--- src/hsv2rgb_pkg.sv ---
// ----------------------------------------------------------------------------
// hsv2rgb_pkg
// Shared beat types, hue sector codes and fixed-point constants for the
// 8-bit HSV to RGB converter.
// ----------------------------------------------------------------------------
package hsv2rgb_pkg;

  // Input beat: hue in whole degrees, saturation and value on 8 bits.
  typedef struct packed {
    logic [8:0] hue;
    logic [7:0] saturation;
    logic [7:0] value;
  } hsv_t;

  // Output beat: one 8-bit intensity per color channel.
  typedef struct packed {
    logic [7:0] red;
    logic [7:0] green;
    logic [7:0] blue;
  } rgb_t;

  // The six 60-degree hue sectors.
  typedef enum logic [2:0] {
    SECT_RED_YELLOW    = 3'd0,
    SECT_YELLOW_GREEN  = 3'd1,
    SECT_GREEN_CYAN    = 3'd2,
    SECT_CYAN_BLUE     = 3'd3,
    SECT_BLUE_MAGENTA  = 3'd4,
    SECT_MAGENTA_RED   = 3'd5
  } sector_e;

  localparam logic [8:0]  HueMax     = 9'd360;
  localparam logic [5:0]  RampFull   = 6'd60;

  // floor(n / 15300) == (n * RecipMul) >> RecipShift for every n below 2^22.
  localparam logic [22:0] RecipMul   = 23'd4491470;
  localparam int unsigned RecipShift = 36;

endpackage

--- src/hsv_to_rgb_converter.sv ---
// ----------------------------------------------------------------------------
// hsv_to_rgb_converter
// Pipelined 8-bit HSV to RGB color conversion, one color per clock while the output is not stalled.
// ----------------------------------------------------------------------------
//
//   Channel | Handshake                 | Beat type         | Direction
//   --------+---------------------------+-------------------+----------
//   in      | in_valid_i / in_ready_o   | hsv2rgb_pkg::hsv_t| into block
//   out     | out_valid_o / out_ready_i | hsv2rgb_pkg::rgb_t| out of block
//
// A color passes four register stages. The edge that accepts it loads the
// first stage; it then moves through stages 2 and 3 into the output register,
// stage 4, which drives out_valid_o. A new beat may enter whenever in_ready_o
// is high; throughput is one beat per clock while out_ready_i stays high.
// Reset (rst_ni low, asynchronous) clears only the four stage valid bits; the
// data registers carry no reset.
// Every stage has its own valid bit and loads when it is empty or when the
// stage after it moves on, so a stalled output holds its beat while bubbles
// further up the pipeline still fill in; nothing is dropped or repeated.
//
// Stages:
//   1. Clamp the hue to 360, find the sector and the ramp weight w (0..60).
//   2. Two 8x8 products: a = v*(255-s) and b = v*s.
//   3. Ramp numerator a*60 + b*w and the minimum channel floor(a/255).
//   4. Divide the numerator by 15300 through a reciprocal multiply and route
//      maximum, minimum and ramp onto red, green and blue by sector.
// ----------------------------------------------------------------------------
module hsv_to_rgb_converter (
  input  logic              clk_i,
  input  logic              rst_ni,
  input  logic              in_valid_i,
  output logic              in_ready_o,
  input  hsv2rgb_pkg::hsv_t in_data_i,
  output logic              out_valid_o,
  input  logic              out_ready_i,
  output hsv2rgb_pkg::rgb_t out_data_o
);

  // Valid bits and per-stage load enables.
  logic valid1_q, valid2_q, valid3_q, valid4_q;
  logic rdy1, rdy2, rdy3, rdy4;

  // A stage may load when it is empty or its contents move on this cycle.
  assign rdy4 = !valid4_q || out_ready_i;
  assign rdy3 = !valid3_q || rdy4;
  assign rdy2 = !valid2_q || rdy3;
  assign rdy1 = !valid1_q || rdy2;

  assign in_ready_o  = rdy1;
  assign out_valid_o = valid4_q;

  always_ff @(posedge clk_i or negedge rst_ni) begin
    if (!rst_ni) begin
      valid1_q <= 1'b0;
      valid2_q <= 1'b0;
      valid3_q <= 1'b0;
      valid4_q <= 1'b0;
    end else begin
      if (rdy1) valid1_q <= in_valid_i;
      if (rdy2) valid2_q <= valid1_q;
      if (rdy3) valid3_q <= valid2_q;
      if (rdy4) valid4_q <= valid3_q;
    end
  end

  // --------------------------------------------------------------------------
  // Stage 1: sector and ramp weight.
  // --------------------------------------------------------------------------
  // The ramp weight is 60 - |hue mod 120 - 60|. In even sectors that is the
  // offset into the sector, in odd sectors it is 60 minus the offset. Hue 360
  // lands in the last sector with offset 60, which gives a weight of zero.
  logic [8:0]           hue_clamped;
  hsv2rgb_pkg::sector_e sector_d;
  logic [8:0]           offset_wide;
  logic [5:0]           offset;
  logic [5:0]           weight_d;

  hsv2rgb_pkg::sector_e sector1_q;
  logic [5:0]           weight1_q;
  logic [7:0]           sat1_q, val1_q;

  always_comb begin
    hue_clamped = (in_data_i.hue > hsv2rgb_pkg::HueMax) ? hsv2rgb_pkg::HueMax
                                                        : in_data_i.hue;
    if (hue_clamped >= 9'd300) begin
      sector_d    = hsv2rgb_pkg::SECT_MAGENTA_RED;
      offset_wide = hue_clamped - 9'd300;
    end else if (hue_clamped >= 9'd240) begin
      sector_d    = hsv2rgb_pkg::SECT_BLUE_MAGENTA;
      offset_wide = hue_clamped - 9'd240;
    end else if (hue_clamped >= 9'd180) begin
      sector_d    = hsv2rgb_pkg::SECT_CYAN_BLUE;
      offset_wide = hue_clamped - 9'd180;
    end else if (hue_clamped >= 9'd120) begin
      sector_d    = hsv2rgb_pkg::SECT_GREEN_CYAN;
      offset_wide = hue_clamped - 9'd120;
    end else if (hue_clamped >= 9'd60) begin
      sector_d    = hsv2rgb_pkg::SECT_YELLOW_GREEN;
      offset_wide = hue_clamped - 9'd60;
    end else begin
      sector_d    = hsv2rgb_pkg::SECT_RED_YELLOW;
      offset_wide = hue_clamped;
    end
    offset   = offset_wide[5:0];
    // Odd sectors ramp downward.
    weight_d = sector_d[0] ? (hsv2rgb_pkg::RampFull - offset) : offset;
  end

  always_ff @(posedge clk_i) begin
    if (rdy1 && in_valid_i) begin
      sector1_q <= sector_d;
      weight1_q <= weight_d;
      sat1_q    <= in_data_i.saturation;
      val1_q    <= in_data_i.value;
    end
  end

  // --------------------------------------------------------------------------
  // Stage 2: the two 8x8 products.
  // --------------------------------------------------------------------------
  logic [15:0]          prod_a_d, prod_b_d;
  logic [15:0]          prod_a2_q, prod_b2_q;
  hsv2rgb_pkg::sector_e sector2_q;
  logic [5:0]           weight2_q;
  logic [7:0]           val2_q;

  assign prod_a_d = {8'd0, val1_q} * {8'd0, 8'd255 - sat1_q};
  assign prod_b_d = {8'd0, val1_q} * {8'd0, sat1_q};

  always_ff @(posedge clk_i) begin
    if (rdy2 && valid1_q) begin
      prod_a2_q <= prod_a_d;
      prod_b2_q <= prod_b_d;
      sector2_q <= sector1_q;
      weight2_q <= weight1_q;
      val2_q    <= val1_q;
    end
  end

  // --------------------------------------------------------------------------
  // Stage 3: ramp numerator and minimum channel.
  // --------------------------------------------------------------------------
  // The numerator a*60 + b*w peaks at 255*255*60, which fits 22 bits. The
  // minimum floor(a/255) uses (a + 1 + (a >> 8)) >> 8, exact for a up to 255*255.
  logic [21:0]          a_times_60;
  logic [21:0]          b_times_w;
  logic [21:0]          numer_d;
  logic [16:0]          lo_sum;
  logic [7:0]           lo_d;

  logic [21:0]          numer3_q;
  logic [7:0]           lo3_q;
  hsv2rgb_pkg::sector_e sector3_q;
  logic [7:0]           val3_q;

  always_comb begin
    a_times_60 = ({6'd0, prod_a2_q} << 6) - ({6'd0, prod_a2_q} << 2);
    b_times_w  = {6'd0, prod_b2_q} * {16'd0, weight2_q};
    numer_d    = a_times_60 + b_times_w;
    lo_sum     = {1'b0, prod_a2_q} + 17'd1 + {9'd0, prod_a2_q[15:8]};
    lo_d       = lo_sum[15:8];
  end

  always_ff @(posedge clk_i) begin
    if (rdy3 && valid2_q) begin
      numer3_q  <= numer_d;
      lo3_q     <= lo_d;
      sector3_q <= sector2_q;
      val3_q    <= val2_q;
    end
  end

  // --------------------------------------------------------------------------
  // Stage 4: divide by 15300 and route the channels.
  // --------------------------------------------------------------------------
  logic [44:0]       recip_prod;
  logic [7:0]        mid;
  hsv2rgb_pkg::rgb_t rgb_d;
  hsv2rgb_pkg::rgb_t rgb4_q;

  always_comb begin
    recip_prod = {23'd0, numer3_q} * {22'd0, hsv2rgb_pkg::RecipMul};
    mid        = recip_prod[hsv2rgb_pkg::RecipShift +: 8];
    unique case (sector3_q)
      hsv2rgb_pkg::SECT_RED_YELLOW:   rgb_d = '{red: val3_q, green: mid,    blue: lo3_q};
      hsv2rgb_pkg::SECT_YELLOW_GREEN: rgb_d = '{red: mid,    green: val3_q, blue: lo3_q};
      hsv2rgb_pkg::SECT_GREEN_CYAN:   rgb_d = '{red: lo3_q,  green: val3_q, blue: mid};
      hsv2rgb_pkg::SECT_CYAN_BLUE:    rgb_d = '{red: lo3_q,  green: mid,    blue: val3_q};
      hsv2rgb_pkg::SECT_BLUE_MAGENTA: rgb_d = '{red: mid,    green: lo3_q,  blue: val3_q};
      hsv2rgb_pkg::SECT_MAGENTA_RED:  rgb_d = '{red: val3_q, green: lo3_q,  blue: mid};
      default:                        rgb_d = '{red: val3_q, green: lo3_q,  blue: mid};
    endcase
  end

  always_ff @(posedge clk_i) begin
    if (rdy4 && valid3_q) begin
      rgb4_q <= rgb_d;
    end
  end

  assign out_data_o = rgb4_q;

endmodule
--- config.mk ---
export PLATFORM = sky130hd
export DESIGN_NAME = hsv_to_rgb_converter
export DESIGN_NICKNAME = d
export VERILOG_FILES = /design/src/hsv2rgb_pkg.sv /design/src/hsv_to_rgb_converter.sv
export SDC_FILE = /design/constraint.sdc
export NUM_CORES = 1
export LEC_CHECK = 0
export ABC_AREA = 1
export BUFFER_PORTS_ARGS = -buffer_cell sky130_fd_sc_hd__buf_2
export CAP_MARGIN = 20
export CELL_PAD_IN_SITES_DETAIL_PLACEMENT = 1
export CELL_PAD_IN_SITES_GLOBAL_PLACEMENT = 2
export CORE_MARGIN = 5
export CORE_UTILIZATION = 34
export CTS_CLUSTER_DIAMETER = 30
export DETAILED_ROUTE_END_ITERATION = 7
export GPL_TIMING_DRIVEN = 0
export PLACE_DENSITY_LB_ADDON = 0.1
export SETUP_SLACK_MARGIN = 0.3
export SLEW_MARGIN = 20
export SYNTH_ARGS = -nofsm -noshare
export SYNTH_HDL_FRONTEND = slang
export SYNTH_SLANG_ARGS = --single-unit
export TNS_END_PERCENT = 100
--- constraint.sdc ---
create_clock -name clk_i -period 7.6 [get_ports clk_i]
set_input_delay 1.52 -clock clk_i [delete_from_list [all_inputs] [get_ports clk_i]]
set_output_delay 1.52 -clock clk_i [all_outputs]
set_load 0.01 [all_outputs]
==> flow_metrics.py <==
metrics = {
    "status": {
        "status": "finished clean",
    },
    "timing": {
        "finalSetupViolations": 0,
        "hold_viol": 0,
        "finClkSkew_ns": 0.0159,
        "tns_ns": 0,
        "max_slew_margin_pct": 45.5,
        "fin_crit_sh_pct": 86.1,
        "rsz0062_at_grt": "no",
        "slew_violations": 0,
        "fmax_ghz": 0.153,
        "period_minus_slack_ns": 6.54,
        "tightestPinTransition_ns": 0.812,
    },
    "global_routing": {
        "grt_start_max_net_pins": 33,
        "grt_pass1_vias": 17468,
        "grt_first_pass_wirelength_um": 95600,
        "antenna_found_initial": 0,
        "gr-total-overflow": 0,
        "grt_use_total_pct": 18.3,
    },
    "placed_design": {
        "place_congestion": 0.900,
        "placedCellCount": 3151,
        "place.detailed.hpwl_um": 50800,
        "numPortBuffers": 52,
    },
    "worst_setup_path": {
        "r2r-end": "out_data_o[17]$_DFFE_PP_",
        "cpMostUsedCell": "inv_1",
        "cp_top_family": "adder cells",
        "cp-end-kind": "flop",
        "slowest_delay_ns": 0.64,
        "crit-reg2reg-launch": "numer3_q[13]$_DFFE_PP_",
        "cp_max_fo": 7,
        "cpMaxStageDelayCell": "edfxtp_1",
        "worst_r2r_path_depth": 21,
        "required_ns": 7.80,
        "cp_data_arrival_time_ns": 6.74,
        "cp_cell_sequence": "ha_1, fa_1, inv_1, fa_1, inv_1, ha_1, inv_1, fa_1, inv_1, fa_1, inv_1, fa_1, inv_1, ha_1, a21oi_1, o21a_1, nor2_1, o31ai_1, nand4_1, nand3_1, o221ai_1",
        "rrSetupSlack_ns": 1.06,
        "cp_num_buf_inv": 6,
        "critPathKind": "flop to flop",
        "crit_path_start_kind": "flop",
    },
    "floorplan": {
        "core_region_area_um2": 60500,
        "start_util_pct": 34.4,
        "std_cell_rows": 90,
        "io_pins": 55,
        "dieWidth_um": 257,
        "die_area_um2": 66200,
        "die_h_um": 257,
    },
    "final_layout": {
        "fill_cells": 7096,
        "drive_above_1_share_pct": 4.87,
        "final_common_cell": "inv_1",
        "fin_nets": 3020,
        "instances_no_fill": 3183,
        "layout_common_cells": "610 x inv_1, 373 x nand2_1, 332 x ha_1",
        "area_growth_pct": 9.39,
        "antenna_cells": 0,
    },
    "synth": {
        "synth_cell_types": 44,
        "synth_cells": 2313,
        "synth-seq-cells": 143,
        "ys_seq_area_share_pct": 20.6,
        "ys_warn_count": 0,
        "syn-cell-area_um2": 20800,
        "synth.avg_cell_area_um2": 8.99,
        "syn-num-nets": 2945,
    },
    "clock_network": {
        "postCtsResizedCells": 0,
        "clk_pin_slew_ns": 0.07,
        "post-cts-setup-buffer-count": 0,
        "clkSinkCount": 143,
        "hold_buffers": 0,
        "clk_latency_ns": 0.47,
        "cts_buffers": 17,
        "cts_tree": "yes",
        "clock_path_buffers": 2,
        "root_buffer": "clkbuf_16",
        "h-tree-depth": 4,
    },
    "detailed_routing": {
        "drtPass1Iterations": 5,
        "drt-total-wl_um": 58700,
        "drc_errors": 0,
        "drt-initial-drc-count": 556,
        "antenna_left": 0,
        "avgRoutedWirePerCell_um": 18.5,
        "viasPerCell": 4.79,
        "num_vias": 15250,
    },
    "hold_path": {
        "holdPathEnd": "val3_q[0]$_DFFE_PP_",
        "hold_path.class": "flop to flop",
        "min_from": "val2_q[0]$_DFFE_PP_",
        "hold_depth": 0,
    },
    "run": {
        "drv_cap": 0,
    },
}
==> stage by stage <==
stage / utilization (%) / setup slack (ns) / cell area, um2 / hold WS, ns
3_3_place_gp: 36.4 / 1.04 / 22000 / 0.402
6_report: 37.6 / 1.06 / 22700 / 0.409
5_1_grt: 37.6 / 0.784 / 22700 / 0.423
3_5_place_dp: 36.6 / 1.01 / 22100 / 0.406
2_1_floorplan: - / 2.08 / 20800 / 0.400
4_1_cts: 37.6 / 0.985 / 22700 / 0.415
==> worst max path at each step <==
stage,startpoint,to,slack (ns),cells after the start
2_1_floorplan,numer3_q[13]$_DFFE_PP_,out_data_o[7]$_DFFE_PP_,2.08,23
3_3_place_gp,numer3_q[14]$_DFFE_PP_,out_data_o[7]$_DFFE_PP_,1.04,23
3_5_place_dp,numer3_q[14]$_DFFE_PP_,out_data_o[7]$_DFFE_PP_,1.01,23
4_1_cts,numer3_q[14]$_DFFE_PP_,out_data_o[7]$_DFFE_PP_,0.99,23
5_1_grt,numer3_q[14]$_DFFE_PP_,out_data_o[7]$_DFFE_PP_,0.78,23
6_report,numer3_q[13]$_DFFE_PP_,out_data_o[17]$_DFFE_PP_,1.06,21
==> cell usage after synthesis (all sizes together) <==
cell | n | area, um2
clkinv | 1 | 3.75
or2 | 5 | 33.8
a31oi | 18 | 113
nor4 | 10 | 62.6
a31o | 1 | 8.76
nor3 | 9 | 45.0
o221ai | 18 | 158
a21oi | 100 | 516
nand4 | 18 | 113
o2111ai | 1 | 8.76
o211ai | 5 | 37.5
o31ai | 2 | 15.0
xnor2 | 19 | 166
nand3b | 2 | 15.0
fa | 271 | 5430
and3 | 1 | 6.26
nand3 | 61 | 310
nand2 | 384 | 1490
o21bai | 5 | 37.5
edfxtp | 139 | 4170
a221oi | 7 | 61.3
clkbuf | 31 | 116
o21ai | 48 | 244
a21boi | 4 | 30.0
ha | 332 | 4150
nor2 | 141 | 529
inv | 615 | 2310
xor2 | 38 | 333
nor3b | 1 | 7.51
dfrtp | 4 | 100
buf | 2 | 22.5
a21o | 4 | 30.0
o21a | 9 | 67.6
a22oi | 7 | 52.6
==> final cells by class <==
class,instances,area [um2],area share (%)
Clock buffer,18,429,1.89
Sequential cell,143,4270,18.8
Inverter,616,2310,10.2
Multi-Input combinational cell,1521,14100,61.9
Buffer,33,139,0.610
Clock inverter,14,175,0.770
Timing Repair Buffer,56,355,1.56
Tap cell,782,978,4.30
==> worst reg2reg max path, stage by stage (launching register included) <==
cell and delay, ns:
edfxtp_1 0.64, ha_1 0.45, fa_1 0.54, inv_1 0.06, fa_1 0.48, inv_1 0.04
ha_1 0.27, inv_1 0.05, fa_1 0.47, inv_1 0.05, fa_1 0.52, inv_1 0.05
fa_1 0.52, inv_1 0.04, ha_1 0.31, a21oi_1 0.32, o21a_1 0.21, nor2_1 0.05
o31ai_1 0.61, nand4_1 0.30, nand3_1 0.17, o221ai_1 0.12
==> metal layers <==
| layer | global-route usage, % | share of wire (%) | vias up |
|---|---|---|---|
| met3 | 1.89 | 1.5 | 60 |
| met1 | 23.1 | 45 | 7652 |
| met5 | 0 | 0 | - |
| met2 | 33.3 | 51 | 141 |
| met4 | 5.40 | 2.5 | 0 |
| li1 | - | - | 7397 |
==> state kept, by name, indices dropped and copies added, names as in the netlist <==
signal       cells
val2_q           8
prod_a2_q       16
out_valid_o      1
numer3_q        22
weight1_q        6
valid1_q         1
sector3_q        3
valid3_q         1
sat1_q           8
prod_b2_q       16
valid2_q         1
sector1_q        3
out_data_o      24
lo3_q            8
weight2_q        6
val1_q           8
sector2_q        3
val3_q           8
==> cell families (layout without fill, tap and decap cells) <==
kind of cell / after synthesis / count (layout) / synth area share [%]
buffers and inverters: 649 / 737 / 11.8
XOR/XNOR: 57 / 57 / 2.40
adder cells (fa/ha/maj): 603 / 603 / 46.1
flip-flops: 143 / 143 / 20.6
AND/OR/NAND/NOR: 632 / 632 / 12.6
AO/OA/AOI/OAI: 229 / 229 / 6.63
Power is left out: the tool's default activity adds up to more than one toggle a clock period on the data nets, which glitch-free logic cannot reach.
